<file path="src/hdl/jsu_pkg.sv">
`timescale 1ns / 1ps

package jsu_pkg;

   // Decoder phases of the string being read.
   typedef enum logic [2:0] {
      PH_IDLE,
      PH_BODY,
      PH_ESC,
      PH_HEX,
      PH_WAIT_BS,
      PH_WAIT_U
   } phase_type;

   // Result kinds as they appear on the result channel.
   typedef enum logic [1:0] {
      KIND_DATA      = 2'd0,
      KIND_QUOTE     = 2'd1,
      KIND_NUL       = 2'd2,
      KIND_BAD_START = 2'd3
   } kind_type;

   // Characters the decoder reacts to.
   localparam logic [7:0] CH_NUL       = 8'h00;
   localparam logic [7:0] CH_DQUOTE    = 8'h22;
   localparam logic [7:0] CH_SQUOTE    = 8'h27;
   localparam logic [7:0] CH_BACKSLASH = 8'h5C;
   localparam logic [7:0] CH_U         = 8'h75;
   localparam logic [7:0] CH_B         = 8'h62;
   localparam logic [7:0] CH_F         = 8'h66;
   localparam logic [7:0] CH_N         = 8'h6E;
   localparam logic [7:0] CH_R         = 8'h72;
   localparam logic [7:0] CH_T         = 8'h74;
   localparam logic [7:0] CH_0         = 8'h30;
   localparam logic [7:0] CH_9         = 8'h39;
   localparam logic [7:0] CH_UPPER_A   = 8'h41;
   localparam logic [7:0] CH_UPPER_F   = 8'h46;
   localparam logic [7:0] CH_LOWER_A   = 8'h61;
   localparam logic [7:0] CH_LOWER_F   = 8'h66;

   // Control codes the short escapes stand for.
   localparam logic [7:0] CODE_BS = 8'h08;
   localparam logic [7:0] CODE_FF = 8'h0C;
   localparam logic [7:0] CODE_LF = 8'h0A;
   localparam logic [7:0] CODE_CR = 8'h0D;
   localparam logic [7:0] CODE_HT = 8'h09;

   // UTF-16 surrogate ranges and the supplementary plane offset.
   localparam logic [15:0] HIGH_FIRST = 16'hD800;
   localparam logic [15:0] HIGH_LAST  = 16'hDBFF;
   localparam logic [15:0] LOW_FIRST  = 16'hDC00;
   localparam logic [15:0] LOW_LAST   = 16'hDFFF;
   localparam logic [20:0] SUPP_BASE  = 21'h10000;

   // UTF-8 length limits and lead marks.
   localparam logic [20:0] LIMIT_1 = 21'h80;
   localparam logic [20:0] LIMIT_2 = 21'h800;
   localparam logic [20:0] LIMIT_3 = 21'h10000;
   localparam logic [7:0]  LEAD_2  = 8'hC0;
   localparam logic [7:0]  LEAD_3  = 8'hE0;
   localparam logic [7:0]  LEAD_4  = 8'hF0;
   localparam logic [7:0]  CONT    = 8'h80;

   // One queued job: up to four result bytes, index of the last one, kind.
   typedef struct packed {
      logic [3:0][7:0] bytes;
      logic [1:0]      last_idx;
      kind_type        kind;
   } job_type;

   // Write side of the job queue.
   typedef struct packed {
      logic    valid;
      job_type job;
   } queue_wr_type;

   // Status of the job queue.
   typedef struct packed {
      logic full;
      logic empty;
   } queue_stat_type;

endpackage

</file>
<file path="src/hdl/jsu_if.sv">
`timescale 1ns / 1ps

// Input byte channel.
interface jsu_req_if;
   logic       valid;
   logic       ready;
   logic [7:0] in_byte;
   logic       start_req;

   modport source (output valid, output in_byte, output start_req, input ready);
   modport sink (input valid, input in_byte, input start_req, output ready);
endinterface

// Decoded result channel.
interface jsu_rsp_if;
   logic       valid;
   logic       ready;
   logic [7:0] out_byte;
   logic [1:0] kind;
   logic       last;

   modport source (output valid, output out_byte, output kind, output last, input ready);
   modport sink (input valid, input out_byte, input kind, input last, output ready);
endinterface

</file>
<file path="src/hdl/json_string_unescape_utf8_core.sv">
`timescale 1ns / 1ps

// Channel   Dir  Payload                    Beat
// req_bus   in   in_byte[8], start_req[1]   one source byte
// rsp_bus   out  out_byte[8], kind[2], last  one decoded result
//
// One source byte is taken per cycle while the job queue has room.
// A byte yields zero to four result beats, delivered one per cycle while rsp_bus
// is ready; the job's last_idx from the encoder sets that figure, and the back
// end plays out a job while the front keeps decoding into the queue.
// Synchronous reset empties the queue and returns the decoder to idle.
// req_bus.ready falls only when QUEUE_DEPTH jobs wait in the queue.
module json_string_unescape_utf8_core #(
   parameter int QUEUE_DEPTH = 4
) (
   input logic       clock,
   input logic       reset,
   jsu_req_if.sink   req_bus,
   jsu_rsp_if.source rsp_bus
);

   jsu_pkg::queue_wr_type   q_wr;
   jsu_pkg::queue_stat_type q_stat;
   jsu_pkg::job_type        q_job;
   jsu_pkg::phase_type      phase;
   logic                    q_pop;

   // Byte decoder.
   jsu_front u_front (
      .clock  (clock),
      .reset  (reset),
      .req    (req_bus),
      .q_stat (q_stat),
      .q_wr   (q_wr),
      .phase  (phase)
   );

   // Jobs waiting for the output side.
   jsu_queue #(
      .DEPTH (QUEUE_DEPTH)
   ) u_queue (
      .clock  (clock),
      .reset  (reset),
      .wr     (q_wr),
      .pop    (q_pop),
      .rd_job (q_job),
      .stat   (q_stat)
   );

   // Result sequencer.
   jsu_back u_back (
      .clock  (clock),
      .reset  (reset),
      .q_job  (q_job),
      .q_stat (q_stat),
      .pop    (q_pop),
      .rsp    (rsp_bus)
   );

   // An accepted opening quote always opens the string body.
   assert property (@(posedge clock) disable iff (reset)
      (req_bus.valid && req_bus.ready && req_bus.start_req &&
       ((req_bus.in_byte == jsu_pkg::CH_DQUOTE) || (req_bus.in_byte == jsu_pkg::CH_SQUOTE)))
      |=> (phase == jsu_pkg::PH_BODY))
      else $error("opening quote did not open the string");

   // A NUL inside an open string closes it.
   assert property (@(posedge clock) disable iff (reset)
      (req_bus.valid && req_bus.ready && !req_bus.start_req &&
       (req_bus.in_byte == jsu_pkg::CH_NUL) && (phase != jsu_pkg::PH_IDLE))
      |=> (phase == jsu_pkg::PH_IDLE))
      else $error("NUL byte left the string open");

   // Status results (quote, NUL and bad start) are single beats.
   assert property (@(posedge clock) disable iff (reset)
      (rsp_bus.valid && (rsp_bus.kind != jsu_pkg::KIND_DATA)) |-> rsp_bus.last)
      else $error("status result not marked last");

   // The queue is never full and empty at once.
   assert property (@(posedge clock) disable iff (reset)
      !(q_stat.full && q_stat.empty))
      else $error("queue status inconsistent");

endmodule

</file>
<file path="src/hdl/jsu_front.sv">
`timescale 1ns / 1ps

module jsu_front (
   input  logic                   clock,
   input  logic                   reset,
   jsu_req_if.sink                req,
   input  jsu_pkg::queue_stat_type q_stat,
   output jsu_pkg::queue_wr_type  q_wr,
   output jsu_pkg::phase_type     phase
);

   // Decoder state.
   jsu_pkg::phase_type phase_ff, phase_in;
   logic        single_ff, single_in;
   logic [15:0] acc_ff, acc_in;
   logic [1:0]  cnt_ff, cnt_in;
   logic        bad_ff, bad_in;
   logic [9:0]  high_ff, high_in;
   logic        pair_ff, pair_in;

   logic        accept;
   logic [7:0]  b;
   logic [7:0]  quote;
   logic        quote_any;
   logic        is_body, is_esc, is_hex;
   logic        nul_end, close;
   logic        dig_ok;
   logic [3:0]  dig;
   logic [15:0] acc_new;
   logic        bad_new;
   logic        hex_done;
   logic [15:0] v;
   logic        v_high, v_low;
   logic        single_ok, pair_ok, high_start;
   logic [20:0] cp;
   logic [7:0]  esc_char;

   // UTF-8 encoding of one code point into a job.
   function automatic jsu_pkg::job_type encode(input logic [20:0] c);
      jsu_pkg::job_type j;
      j = '0;
      j.kind = jsu_pkg::KIND_DATA;
      if (c < jsu_pkg::LIMIT_1) begin
         j.bytes[0] = c[7:0];
         j.last_idx = 2'd0;
      end else if (c < jsu_pkg::LIMIT_2) begin
         j.bytes[0] = {3'b000, c[10:6]} | jsu_pkg::LEAD_2;
         j.bytes[1] = {2'b00, c[5:0]} | jsu_pkg::CONT;
         j.last_idx = 2'd1;
      end else if (c < jsu_pkg::LIMIT_3) begin
         j.bytes[0] = {4'b0000, c[15:12]} | jsu_pkg::LEAD_3;
         j.bytes[1] = {2'b00, c[11:6]} | jsu_pkg::CONT;
         j.bytes[2] = {2'b00, c[5:0]} | jsu_pkg::CONT;
         j.last_idx = 2'd2;
      end else begin
         j.bytes[0] = {5'b00000, c[20:18]} | jsu_pkg::LEAD_4;
         j.bytes[1] = {2'b00, c[17:12]} | jsu_pkg::CONT;
         j.bytes[2] = {2'b00, c[11:6]} | jsu_pkg::CONT;
         j.bytes[3] = {2'b00, c[5:0]} | jsu_pkg::CONT;
         j.last_idx = 2'd3;
      end
      return j;
   endfunction

   // A byte is taken whenever the queue has room for its job.
   assign req.ready = !q_stat.full;
   assign accept    = req.valid && req.ready;
   assign b         = req.in_byte;
   assign phase     = phase_ff;

   // Classification of the incoming byte.
   always_comb begin
      quote     = single_ff ? jsu_pkg::CH_SQUOTE : jsu_pkg::CH_DQUOTE;
      quote_any = (b == jsu_pkg::CH_DQUOTE) || (b == jsu_pkg::CH_SQUOTE);
      is_body   = !req.start_req && ((phase_ff == jsu_pkg::PH_BODY) ||
                  ((phase_ff == jsu_pkg::PH_WAIT_BS) && (b != jsu_pkg::CH_BACKSLASH)));
      is_esc    = !req.start_req && ((phase_ff == jsu_pkg::PH_ESC) ||
                  ((phase_ff == jsu_pkg::PH_WAIT_U) && (b != jsu_pkg::CH_U)));
      is_hex    = !req.start_req && (phase_ff == jsu_pkg::PH_HEX);
      nul_end   = (is_body || is_esc || is_hex) && (b == jsu_pkg::CH_NUL);
      close     = is_body && (b == quote);

      dig_ok = 1'b1;
      dig    = 4'd0;
      if (b inside {[jsu_pkg::CH_0 : jsu_pkg::CH_9]}) begin
         dig = 4'(b - jsu_pkg::CH_0);
      end else if (b inside {[jsu_pkg::CH_UPPER_A : jsu_pkg::CH_UPPER_F]}) begin
         dig = 4'(b - jsu_pkg::CH_UPPER_A + 8'd10);
      end else if (b inside {[jsu_pkg::CH_LOWER_A : jsu_pkg::CH_LOWER_F]}) begin
         dig = 4'(b - jsu_pkg::CH_LOWER_A + 8'd10);
      end else begin
         dig_ok = 1'b0;
      end

      acc_new  = {acc_ff[11:0], dig};
      bad_new  = bad_ff || !dig_ok;
      hex_done = is_hex && (b != jsu_pkg::CH_NUL) && (cnt_ff == 2'd3);
      v        = bad_new ? 16'd0 : acc_new;
      v_high   = (v >= jsu_pkg::HIGH_FIRST) && (v <= jsu_pkg::HIGH_LAST);
      v_low    = (v >= jsu_pkg::LOW_FIRST) && (v <= jsu_pkg::LOW_LAST);

      single_ok  = !pair_ff && (v != 16'd0) && !v_low && !v_high;
      high_start = !pair_ff && v_high;
      pair_ok    = pair_ff && v_low;
      cp         = pair_ok ? (jsu_pkg::SUPP_BASE + {1'b0, high_ff, v[9:0]}) : {5'b0, v};

      case (b)
         jsu_pkg::CH_B: esc_char = jsu_pkg::CODE_BS;
         jsu_pkg::CH_F: esc_char = jsu_pkg::CODE_FF;
         jsu_pkg::CH_N: esc_char = jsu_pkg::CODE_LF;
         jsu_pkg::CH_R: esc_char = jsu_pkg::CODE_CR;
         jsu_pkg::CH_T: esc_char = jsu_pkg::CODE_HT;
         default:       esc_char = b;
      endcase
   end

   // Next state of the decoder.
   always_comb begin
      phase_in  = phase_ff;
      single_in = single_ff;
      acc_in    = acc_ff;
      cnt_in    = cnt_ff;
      bad_in    = bad_ff;
      high_in   = high_ff;
      pair_in   = pair_ff;
      if (req.start_req) begin
         acc_in  = '0;
         cnt_in  = '0;
         bad_in  = 1'b0;
         pair_in = 1'b0;
         if (quote_any) begin
            single_in = (b == jsu_pkg::CH_SQUOTE);
            phase_in  = jsu_pkg::PH_BODY;
         end else begin
            phase_in = jsu_pkg::PH_IDLE;
         end
      end else begin
         case (phase_ff)
            jsu_pkg::PH_IDLE: begin
               phase_in = jsu_pkg::PH_IDLE;
            end
            jsu_pkg::PH_BODY, jsu_pkg::PH_WAIT_BS: begin
               if ((phase_ff == jsu_pkg::PH_WAIT_BS) && (b == jsu_pkg::CH_BACKSLASH)) begin
                  phase_in = jsu_pkg::PH_WAIT_U;
               end else if ((b == quote) || (b == jsu_pkg::CH_NUL)) begin
                  phase_in = jsu_pkg::PH_IDLE;
                  pair_in  = 1'b0;
               end else if (b == jsu_pkg::CH_BACKSLASH) begin
                  phase_in = jsu_pkg::PH_ESC;
               end else begin
                  phase_in = jsu_pkg::PH_BODY;
               end
            end
            jsu_pkg::PH_ESC, jsu_pkg::PH_WAIT_U: begin
               if (b == jsu_pkg::CH_NUL) begin
                  phase_in = jsu_pkg::PH_IDLE;
                  pair_in  = 1'b0;
               end else if (b == jsu_pkg::CH_U) begin
                  phase_in = jsu_pkg::PH_HEX;
                  acc_in   = '0;
                  cnt_in   = '0;
                  bad_in   = 1'b0;
                  pair_in  = (phase_ff == jsu_pkg::PH_WAIT_U);
               end else begin
                  phase_in = jsu_pkg::PH_BODY;
               end
            end
            jsu_pkg::PH_HEX: begin
               if (b == jsu_pkg::CH_NUL) begin
                  phase_in = jsu_pkg::PH_IDLE;
                  pair_in  = 1'b0;
               end else begin
                  acc_in = acc_new;
                  bad_in = bad_new;
                  if (cnt_ff != 2'd3) begin
                     cnt_in = cnt_ff + 2'd1;
                  end else begin
                     cnt_in   = '0;
                     pair_in  = 1'b0;
                     phase_in = high_start ? jsu_pkg::PH_WAIT_BS : jsu_pkg::PH_BODY;
                     if (high_start) begin
                        high_in = v[9:0];
                     end
                  end
               end
            end
            default: begin
               phase_in = jsu_pkg::PH_IDLE;
            end
         endcase
      end
   end

   // Job for the back end, if this byte produces any result.
   always_comb begin
      q_wr          = '0;
      q_wr.job.kind = jsu_pkg::KIND_DATA;
      if (req.start_req && !quote_any) begin
         q_wr.valid    = 1'b1;
         q_wr.job.kind = jsu_pkg::KIND_BAD_START;
      end else if (nul_end) begin
         q_wr.valid    = 1'b1;
         q_wr.job.kind = jsu_pkg::KIND_NUL;
      end else if (close) begin
         q_wr.valid    = 1'b1;
         q_wr.job.kind = jsu_pkg::KIND_QUOTE;
      end else if (is_body && (b != jsu_pkg::CH_BACKSLASH)) begin
         q_wr.valid        = 1'b1;
         q_wr.job.bytes[0] = b;
      end else if (is_esc && (b != jsu_pkg::CH_U)) begin
         q_wr.valid        = 1'b1;
         q_wr.job.bytes[0] = esc_char;
      end else if (hex_done && (single_ok || pair_ok)) begin
         q_wr.valid = 1'b1;
         q_wr.job   = encode(cp);
      end
      q_wr.valid = q_wr.valid && accept;
   end

   // Decoder registers advance on every accepted beat.
   always_ff @(posedge clock) begin
      if (reset) begin
         phase_ff  <= jsu_pkg::PH_IDLE;
         single_ff <= 1'b0;
         acc_ff    <= '0;
         cnt_ff    <= '0;
         bad_ff    <= 1'b0;
         high_ff   <= '0;
         pair_ff   <= 1'b0;
      end else if (accept) begin
         phase_ff  <= phase_in;
         single_ff <= single_in;
         acc_ff    <= acc_in;
         cnt_ff    <= cnt_in;
         bad_ff    <= bad_in;
         high_ff   <= high_in;
         pair_ff   <= pair_in;
      end
   end

endmodule

</file>
<file path="src/hdl/jsu_queue.sv">
`timescale 1ns / 1ps

module jsu_queue #(
   parameter int DEPTH = 4
) (
   input  logic                    clock,
   input  logic                    reset,
   input  jsu_pkg::queue_wr_type   wr,
   input  logic                    pop,
   output jsu_pkg::job_type        rd_job,
   output jsu_pkg::queue_stat_type stat
);

   localparam int PW = (DEPTH > 1) ? $clog2(DEPTH) : 1;
   localparam int CW = $clog2(DEPTH + 1);

   jsu_pkg::job_type mem_ff [DEPTH];
   logic [PW-1:0] wr_ptr_ff, wr_ptr_in;
   logic [PW-1:0] rd_ptr_ff, rd_ptr_in;
   logic [CW-1:0] count_ff, count_in;
   logic          do_push, do_pop;

   assign stat.full  = (count_ff == CW'(DEPTH));
   assign stat.empty = (count_ff == '0);
   assign do_push    = wr.valid && !stat.full;
   assign do_pop     = pop && !stat.empty;
   assign rd_job     = mem_ff[rd_ptr_ff];

   // Pointer and fill count update.
   always_comb begin
      wr_ptr_in = wr_ptr_ff;
      rd_ptr_in = rd_ptr_ff;
      count_in  = count_ff;
      if (do_push) begin
         wr_ptr_in = (wr_ptr_ff == PW'(DEPTH - 1)) ? '0 : wr_ptr_ff + PW'(1);
      end
      if (do_pop) begin
         rd_ptr_in = (rd_ptr_ff == PW'(DEPTH - 1)) ? '0 : rd_ptr_ff + PW'(1);
      end
      if (do_push && !do_pop) begin
         count_in = count_ff + CW'(1);
      end else if (do_pop && !do_push) begin
         count_in = count_ff - CW'(1);
      end
   end

   always_ff @(posedge clock) begin
      if (reset) begin
         wr_ptr_ff <= '0;
         rd_ptr_ff <= '0;
         count_ff  <= '0;
      end else begin
         wr_ptr_ff <= wr_ptr_in;
         rd_ptr_ff <= rd_ptr_in;
         count_ff  <= count_in;
      end
   end

   // Job storage.
   always_ff @(posedge clock) begin
      if (do_push) begin
         mem_ff[wr_ptr_ff] <= wr.job;
      end
   end

endmodule

</file>
<file path="src/hdl/jsu_back.sv">
`timescale 1ns / 1ps

module jsu_back (
   input  logic                    clock,
   input  logic                    reset,
   input  jsu_pkg::job_type        q_job,
   input  jsu_pkg::queue_stat_type q_stat,
   output logic                    pop,
   jsu_rsp_if.source               rsp
);

   jsu_pkg::job_type cur_ff, cur_in;
   logic       valid_ff, valid_in;
   logic [1:0] idx_ff, idx_in;
   logic       at_last;
   logic       beat;

   assign at_last = (idx_ff == cur_ff.last_idx);
   assign beat    = valid_ff && rsp.ready;
   assign pop     = !q_stat.empty && (!valid_ff || (beat && at_last));

   // Result beat from the job being played out.
   assign rsp.valid    = valid_ff;
   assign rsp.out_byte = cur_ff.bytes[idx_ff];
   assign rsp.kind     = cur_ff.kind;
   assign rsp.last     = at_last;

   // Load a new job when idle or as the last beat of the current one leaves.
   always_comb begin
      cur_in   = cur_ff;
      valid_in = valid_ff;
      idx_in   = idx_ff;
      if (pop) begin
         cur_in   = q_job;
         valid_in = 1'b1;
         idx_in   = '0;
      end else if (beat && at_last) begin
         valid_in = 1'b0;
      end else if (beat) begin
         idx_in = idx_ff + 2'd1;
      end
   end

   always_ff @(posedge clock) begin
      if (reset) begin
         valid_ff <= 1'b0;
         idx_ff   <= '0;
      end else begin
         valid_ff <= valid_in;
         idx_ff   <= idx_in;
      end
   end

   always_ff @(posedge clock) begin
      cur_ff <= cur_in;
   end

endmodule
</file>
<file path="src/flat_wrapper.sv">
// flat-port wrapper written by rule: the top's interface ports become plain ports
module json_string_unescape_utf8_core_flat 
#(
   parameter int QUEUE_DEPTH = 4
)
  (clock, reset, req_bus_valid, req_bus_in_byte, req_bus_start_req, req_bus_ready, rsp_bus_valid, rsp_bus_out_byte, rsp_bus_kind, rsp_bus_last, rsp_bus_ready);
  jsu_req_if req_bus_i ();
  jsu_rsp_if rsp_bus_i ();
  input logic clock;
  input logic reset;
  input wire logic [$bits(req_bus_i.valid)-1:0] req_bus_valid;
  input wire logic [$bits(req_bus_i.in_byte)-1:0] req_bus_in_byte;
  input wire logic [$bits(req_bus_i.start_req)-1:0] req_bus_start_req;
  output wire logic [$bits(req_bus_i.ready)-1:0] req_bus_ready;
  output wire logic [$bits(rsp_bus_i.valid)-1:0] rsp_bus_valid;
  output wire logic [$bits(rsp_bus_i.out_byte)-1:0] rsp_bus_out_byte;
  output wire logic [$bits(rsp_bus_i.kind)-1:0] rsp_bus_kind;
  output wire logic [$bits(rsp_bus_i.last)-1:0] rsp_bus_last;
  input wire logic [$bits(rsp_bus_i.ready)-1:0] rsp_bus_ready;
  assign req_bus_i.valid = req_bus_valid;
  assign req_bus_i.in_byte = req_bus_in_byte;
  assign req_bus_i.start_req = req_bus_start_req;
  assign req_bus_ready = req_bus_i.ready;
  assign rsp_bus_valid = rsp_bus_i.valid;
  assign rsp_bus_out_byte = rsp_bus_i.out_byte;
  assign rsp_bus_kind = rsp_bus_i.kind;
  assign rsp_bus_last = rsp_bus_i.last;
  assign rsp_bus_i.ready = rsp_bus_ready;
  json_string_unescape_utf8_core #(.QUEUE_DEPTH(QUEUE_DEPTH)) u_core (.clock(clock), .reset(reset), .req_bus(req_bus_i), .rsp_bus(rsp_bus_i));
endmodule
</file>
<file path="config.mk">
export PLATFORM = sky130hd
export DESIGN_NAME = json_string_unescape_utf8_core_flat
export DESIGN_NICKNAME = d
export VERILOG_FILES = /design/src/hdl/jsu_pkg.sv /design/src/hdl/jsu_if.sv /design/src/hdl/json_string_unescape_utf8_core.sv /design/src/hdl/jsu_front.sv /design/src/hdl/jsu_queue.sv /design/src/hdl/jsu_back.sv /design/src/flat_wrapper.sv
export SDC_FILE = /design/constraint.sdc
export NUM_CORES = 1
export LEC_CHECK = 0
export BUFFER_PORTS_ARGS = -buffer_cell sky130_fd_sc_hd__buf_4
export CAP_MARGIN = 40
export CORE_UTILIZATION = 62
export CTS_CLUSTER_DIAMETER = 30
export DETAILED_ROUTE_END_ITERATION = 12
export GPL_TIMING_DRIVEN = 0
export PLACE_DENSITY = 0.79
export REMOVE_ABC_BUFFERS = 1
export SETUP_SLACK_MARGIN = 0.2
export SLEW_MARGIN = 10
export SYNTH_ARGS = -nofsm -noshare
export SYNTH_HDL_FRONTEND = slang
export SYNTH_SLANG_ARGS = --single-unit
</file>
<file path="constraint.sdc">
create_clock -name clock -period 4.8 [get_ports clock]
set_input_delay 0 -clock clock [delete_from_list [all_inputs] [get_ports clock]]
set_output_delay 0 -clock clock [all_outputs]
set_load 0.01 [all_outputs]
</file>
; ---- Yosys cells after proc, flatten, opt, wreduce, memory -nomap -nowiden
; Memory sizes are Yosys's and may differ from the RTL's. A register that Yosys moved wholly into a read port is not among the register bits.
; Index checks and enable logic that the tools add are counted.
[totals]
register_bits = 40
ramBits = 144
in_bits = 13
out_inout_bits = 13
elab_cells = 230
memories = 1
[op_classes]
n_addsub = 12
n_lt_le_gt_ge = 14
eq_ne = 30
n_mux = 87
bitwise_logic = 4
reduce_logical = 70
[mem_list]
columns = name, words, word_bits, read_ports, rd_clocked_by_memory_dff, wr, line_no
row1 = u_core.u_queue.mem_ff, 4, 36, 1, 1, 1, jsu_queue.sv:17  ; jsu_pkg::job_type mem_ff [DEPTH];
[ops]
columns = operator, n
row1 = two-way mux 26 bit, 8
row2 = two-way mux 34 bit, 3
row3 = two-way mux 24 bit, 4
row4 = equality test 8 x 7 -> 1 bit (second input constant), 7
row5 = two-way mux 12 bit, 4
row6 = one-hot mux 8 bit (5 select lines), 1
row7 = two-way mux 37 bit, 1
row8 = logical AND 1 bit, 33
row9 = >= comparator 16 bit (second input constant), 2
row10 = less-or-equal comparator 16 bit (second input constant), 2
row11 = two-way mux 16 bit, 2
row12 = two-way mux 8 bit, 4
row13 = two-way mux 2 bit, 14
row14 = two-way mux 1 bit, 24
row15 = two-way mux 3 bit, 8
row16 = one-hot mux 12 bit (2 select lines), 1
row17 = adder 17 x 20 -> 21 bit (first input constant), 1
row18 = less-than comparator 21 x 12 -> 1 bit (second input constant), 1
row19 = less-than comparator 21 x 17 -> 1 bit (second input constant), 1
row20 = less-than comparator 21 x 8 -> 1 bit (second input constant), 1
row21 = two-way mux 21 bit, 1
row22 = two-way mux 4 bit, 5
row23 = two-way mux 18 bit, 1
row24 = binary-select mux 8 bit (select 2 bit), 1
row25 = other kinds (41), 87

; ---- Longest topological paths before layout
[depth]
word_depth = 36
mapped_depth = 15
ltp_nobuf = 14

; ---- Modules after synthesis
; A second synthesis with hierarchy kept.
[hier_totals]
cells_unflattened = 730
area_unflattened_um2 = 10122.2
[modules_own_cells]
columns = mod, n_inst, cells_per_inst, area_each_um2
row1 = jsu_queue, 1, 238, 5699.2
row2 = jsu_front, 1, 421, 2925.3
row3 = jsu_back, 1, 71, 1497.7

; ---- Worst setup path after synthesis
; OpenSTA, ideal clock, no wires.
[synth_timing]
path_kind = register -> register
startpoint = reg u_core.u_back.idx_ff[1]
endpoint = reg u_core.u_queue.count_ff[2]
setup_time_ps = 71
t_arrival_ps = 3960
slack_ps = 769
stages_incl_launch_ff = 12
period_less_slack_ps = 4031
cell_sequence = dfxtp_1 > clkbuf_1 > xnor2_1 > nand3_1 > a21oi_1 > inv_1 > ha_1 > inv_1 > fa_1 > xor2_1 > or3_1 > a21oi_1
[synth_between]
elab_chain_cells = 8
[synth_rtl]
columns = item, line_no
row1 = "start, declared", jsu_back.sv:14  ; logic [1:0] idx_ff, idx_in;
row2 = "start signal, assigned", jsu_back.sv:50  ; idx_ff <= idx_in;
row3 = equality test 2 bit (*), jsu_back.sv:18  ; assign at_last = (idx_ff == cur_ff.last_idx);
row4 = logical AND 1 bit (*), jsu_back.sv:20  ; assign pop = !q_stat.empty && (!valid_ff || (beat && at_last));
row5 = logical OR 1 bit (*), jsu_back.sv:20
row6 = logical AND 1 bit (*), jsu_back.sv:20
row7 = via u_core.q_pop, json_string_unescape_utf8_core.sv:26  ; logic q_pop;
row8 = logical AND 1 bit (*), jsu_queue.sv:26  ; assign do_pop = pop && !stat.empty;
row9 = logical NOT 1 bit, jsu_queue.sv:40  ; if (do_push && !do_pop) begin
row10 = logical AND 1 bit, jsu_queue.sv:40
row11 = two-way mux 3 bit or nonzero test 2 bit (tied branches), n/a
row12 = "end signal, assigned", jsu_queue.sv:55  ; count_ff <= count_in;
row13 = "end, declared", jsu_queue.sv:20  ; logic [CW-1:0] count_ff, count_in;
; The timed path passes the listed nets; every way through them passes the cells marked *.
; A chain may end at the register's enable or synchronous reset.

; ---- Worst setup path after layout
[layout_timing]
startpoint = reg u_core.u_front.phase_ff[2] (netlist: u_core.u_front.phase[2])
endpoint = reg u_core.u_queue.count_ff[2]
[layout_between]
elab_chain_cells = 16
[layout_rtl]
columns = item, line_no
row1 = "start, declared", jsu_front.sv:13  ; jsu_pkg::phase_type phase_ff, phase_in;
row2 = "start signal, assigned", jsu_front.sv:223  ; phase_ff <= jsu_pkg::PH_IDLE;
row3 = "start signal, assigned", jsu_front.sv:231  ; phase_ff <= phase_in;
row4 = equality test 3 x 2 -> 1 bit, jsu_front.sv:79  ; is_hex = !req.start_req && (phase_ff == jsu_pkg::PH_HEX);
row5 = logical AND 1 bit, jsu_front.sv:79
row6 = logical AND 1 bit (2 in a row), jsu_front.sv:97  ; hex_done = is_hex && (b != jsu_pkg::CH_NUL) && (cnt_ff == 2'd3);
row7 = logical AND 1 bit, jsu_front.sv:213  ; end else if (hex_done && (single_ok || pair_ok)) begin
row8 = two-way mux 37 bit, jsu_front.sv:213
row9 = two-way mux 1 bit, jsu_front.sv:210  ; end else if (is_esc && (b != jsu_pkg::CH_U)) begin
row10 = two-way mux 1 bit, jsu_front.sv:207  ; end else if (is_body && (b != jsu_pkg::CH_BACKSLASH)) begin
row11 = two-way mux 1 bit, jsu_front.sv:204  ; end else if (close) begin
row12 = two-way mux 1 bit (*), jsu_front.sv:201  ; end else if (nul_end) begin
row13 = two-way mux 1 bit (*), jsu_front.sv:198  ; if (req.start_req && !quote_any) begin
row14 = logical AND 1 bit (*), jsu_front.sv:217  ; q_wr.valid = q_wr.valid && accept;
row15 = logical AND 1 bit (*), jsu_queue.sv:25  ; assign do_push = wr.valid && !stat.full;
row16 = via u_core.u_queue.do_push, jsu_queue.sv:21  ; logic do_push, do_pop;
row17 = logical NOT 1 bit, jsu_queue.sv:42  ; end else if (do_pop && !do_push) begin
row18 = logical AND 1 bit, jsu_queue.sv:42
row19 = nonzero test 2 bit (no source line), n/a
; Marked as above.

==> flow_summary.json <==
{
  "die_w_um": 125,
  "synth_cell_types": 83,
  "clock_latency_ps": 440,
  "synth-async-reset-ratio_pct": 0,
  "track_usage_pct": 28.5,
  "leakage_uw": 0.00338,
  "syn_inst": 708,
  "fin_skew_ps": 13.9,
  "synth.mux.area_fraction_pct": 10.3,
  "worst_pin_slew_ps": 839,
  "synth_fa_ha_area_share_pct": 1.81,
  "synth-edff-count": 160,
  "pwr-share-clk_pct": 30.6,
  "avgSynthCellArea_um2": 13.3,
  "grt_first_pass_wirelength_um": 33200,
  "rsz0062_at_grt": "no",
  "fin_nets": 745,
  "cp.arrival_ps": 4160,
  "die_h_um": 125,
  "slew_viol_final": 0,
  "p_int_uw": 3330,
  "final_cell_area_um2": 10400,
  "reg2reg_from": "u_core.u_front.phase[2]$_SDFFE_PP0P_",
  "synth_top_family_by_area": "simple AND/OR/NAND/NOR gates",
  "rows": 44,
  "grt_pass1_vias": 6055,
  "gr-usage-met3_pct": 5.99,
  "tritoncts": "done",
  "grt_use_met1_pct": 37.1,
  "finalSetupViolCount": 0,
  "cts_resized": 0,
  "dr_total_vias": 6132,
  "synth.yosys.seq_area_share_pct": 59.7,
  "placed_area_um2": 9780,
  "hp-start": "req_bus_valid",
  "cts_buffers": 17,
  "ys_ff_latch": 200,
  "critPathLaunchType": "flip-flop",
  "synthXorXnorAreaFrac_pct": 0.933,
  "finalCritPeriodShare_pct": 79.1,
  "cap_violations": 0,
  "place_hpwl_um": 13800,
  "drcViolationCount": 2,
  "design_power_total_uw": 4560,
  "start_util_pct": 64.1,
  "critPathKind": "reg2reg",
  "antenna_found_initial": 0,
  "grt.overflow.total": 0,
  "final_layout_size_suffix_gt1_share_pct": 18.2,
  "clkTransAtPathRegs_ps": 80,
  "seqPwrFrac_pct": 49.9,
  "synth_flop_cell": "edfxtp_1",
  "swShare_pct": 27.0,
  "detail_route.first_pass.iterations": 9,
  "final-hold-violation-count": 0,
  "diodes": 0,
  "max_slew_margin_pct": 43.9,
  "ant_nets": 0,
  "crit_path_start": "u_core.u_front.phase[2]$_SDFFE_PP0P_",
  "wire_per_inst_um": 23.0,
  "crit_fanout": 18,
  "dieArea_um2": 15600,
  "viasPerCell": 6.69,
  "fmax_ghz": 0.263,
  "r2r_setup_slack_ps": 1000,
  "cts_sinks": 200,
  "synth-simple-area-share_pct": 12.4,
  "hold_class": "in2reg",
  "place_congestion": 0.909,
  "yosysWarnings": 0,
  "routed_wl_um": 21100,
  "grt.busiest_layer": "met2",
  "met2_usage_pct": 48.9,
  "io_buffer_count": 25,
  "violations": "DRC",
  "root_buffer": "clkbuf_16",
  "syn2layout_area_growth_pct": 10.8,
  "synth_compound_area_share_pct": 11.9,
  "fin_crit_ps": 3800,
  "grt_max_degree": 43,
  "required_ps": 5170,
  "outcome": "complete, but fails checks",
  "p_switching_uw": 1230,
  "synth_area_um2": 9390,
  "end_kind": "flip-flop",
  "ios": 26,
  "power_density_nw_per_um2": 439,
  "cts-htree-levels": 4,
  "first_iter_violations": 691,
  "vdd_drop_max_v": 0.000255,
  "clockBufferDepth": 2,
  "core_um2": 14600,
  "pwr-share-comb_pct": 19.5
}
==> sequential cells by signal, indices dropped and copies added (netlist names) <==
register,cells
u_core.u_front.phase,3
u_core.u_front.cnt_ff,2
u_core.u_queue.rd_ptr_ff,2
u_core.u_queue.mem_ff,128
u_core.u_back.cur_ff,30
u_core.u_front.bad_ff,1
u_core.u_queue.wr_ptr_ff,2
u_core.u_front.high_ff,10
u_core.u_front.single_ff,1
u_core.u_queue.count_ff,3
u_core.u_back.rsp.valid,1
u_core.u_back.idx_ff,2
u_core.u_back.rsp.kind,2
u_core.u_front.acc_ff,12
u_core.u_front.pair_ff,1
==> final timing paths <==
path,depth (start not counted),endpoint
setup / recovery,12,u_core.u_queue.count_ff[2]$_SDFFE_PP0P_
hold / removal,4,u_core.u_front.phase[0]$_SDFFE_PP0P_
setup reg to reg,12,u_core.u_queue.count_ff[2]$_SDFFE_PP0P_
hold reg to reg,2,u_core.u_front.high_ff[0]$_SDFFE_PP0P_
==> cell usage in the layout, fill, tap and decap left out, types with 3 or more instances in the layout <==
| cell | instances |
|---|---|
| a211oi_1 | 5 |
| a21o_1 | 6 |
| a21oi_1 | 42 |
| a22oi_1 | 15 |
| a31oi_1 | 6 |
| a32o_1 | 3 |
| and2_1 | 5 |
| and2_2 | 4 |
| and3_1 | 6 |
| and3b_1 | 3 |
| and4b_1 | 3 |
| buf_12 | 5 |
| buf_4 | 26 |
| clkbuf_16 | 17 |
| dfxtp_1 | 38 |
| dlygate4sd3_1 | 4 |
| edfxtp_1 | 160 |
| ha_1 | 12 |
| inv_1 | 19 |
| inv_6 | 5 |
| inv_8 | 3 |
| mux2i_1 | 7 |
| mux4_2 | 39 |
| nand2_1 | 47 |
| nand2b_1 | 5 |
| nand3_1 | 25 |
| nand4_1 | 9 |
| nand4b_1 | 6 |
| nor2_1 | 56 |
| nor2b_1 | 8 |
| nor3_1 | 20 |
| nor3b_1 | 4 |
| o211ai_1 | 5 |
| o21ai_0 | 21 |
| o21bai_1 | 4 |
| o31ai_1 | 6 |
| or3_1 | 4 |
| xnor2_1 | 5 |
| xor2_1 | 5 |
==> Yosys cell counts (8+ instances only) <==
| master | instances | area share, % |
|---|---|---|
| mux4_2 | 39 | 9.4 |
| o21ai_0 | 21 | 1.1 |
| nor2_1 | 56 | 2.2 |
| nand4_1 | 9 | 0.60 |
| nand2_1 | 47 | 1.9 |
| inv_1 | 19 | 0.76 |
| a21oi_1 | 43 | 2.3 |
| clkbuf_1 | 29 | 1.2 |
| ha_1 | 12 | 1.6 |
| nor2b_1 | 8 | 0.53 |
| edfxtp_1 | 160 | 51 |
| and2_1 | 9 | 0.60 |
| a22oi_1 | 15 | 1.2 |
| nor3_1 | 20 | 1.1 |
| nand3_1 | 25 | 1.3 |
| dfxtp_1 | 40 | 8.5 |
==> critical path, cell delays in order, from the launching register on <==
cell       delay [ps]
dfxtp_1           690
nor4bb_1          360
o2bb2ai_1         260
a21o_1            260
nand4b_1          180
o21ai_0           140
nor2_1            410
ha_1              270
inv_1              70
fa_1              420
xor2_1            180
or3_1             310
a21oi_1           170
==> final cells by class <==
| type | count | area [um^2] |
|---|---|---|
| inverter | 20 | 75.1 |
| clock inverter | 15 | 155 |
| tap | 184 | 230 |
| clock buffer | 17 | 425 |
| timing repair buffer | 37 | 390 |
| sequential | 200 | 5610 |
| fill | 974 | 4240 |
| multi-input combinational | 443 | 3520 |
==> routing by layer <==
| layer | routed length [um] | up-vias |
|---|---|---|
| met5 | 0 | - |
| met3 | 1400 | 39 |
| met4 | 376 | 0 |
| li1 | - | 2776 |
| met2 | 10800 | 263 |
| met1 | 8510 | 3054 |
==> kinds of logic (layout without fill, tap and decap cells) <==
group | after synthesis | count (layout)
muxes | 47 | 47
AOI/OAI and AO/OA | 153 | 153
and+or+nand+nor | 220 | 220
buffers and inverters | 65 | 89
adders and majority gates | 13 | 13
xor gates and xnor gates | 10 | 10
DFF | 200 | 200
==> power by group through the flow <==
stage / combinational [uW] / sequential [uW] / clock (uW)
detailed placement: 889 / 2310 / 0
finish: 892 / 2280 / 1400
CTS: 900 / 2280 / 1410
floorplan: 515 / 2310 / 0
global placement: 741 / 2370 / 0
global route: 961 / 2300 / 1470
==> stage by stage <==
step | utilization, % | hold slack (ps) | instances | setup slack [ps] | TNS [ps]
3_5_place_dp | 66.8 | 374 | 880 | 738 | 0
2_1_floorplan | - | 69.1 | 663 | 752 | 0
5_1_grt | 71.0 | 78.2 | 916 | 694 | 0
3_3_place_gp | 65.6 | 342 | 872 | -519 | -1150
4_1_cts | 71.0 | 56.2 | 916 | 1040 | 0
6_report | 71.0 | 79.6 | 916 | 1000 | 0
==> what timing repair did <==
item / CTS / global route
setup buffers: 0 / 0
hold buffers: 4 / 0
endpoints found under the hold margin: 17 / 0
Power figures use the tool's default switching activity.
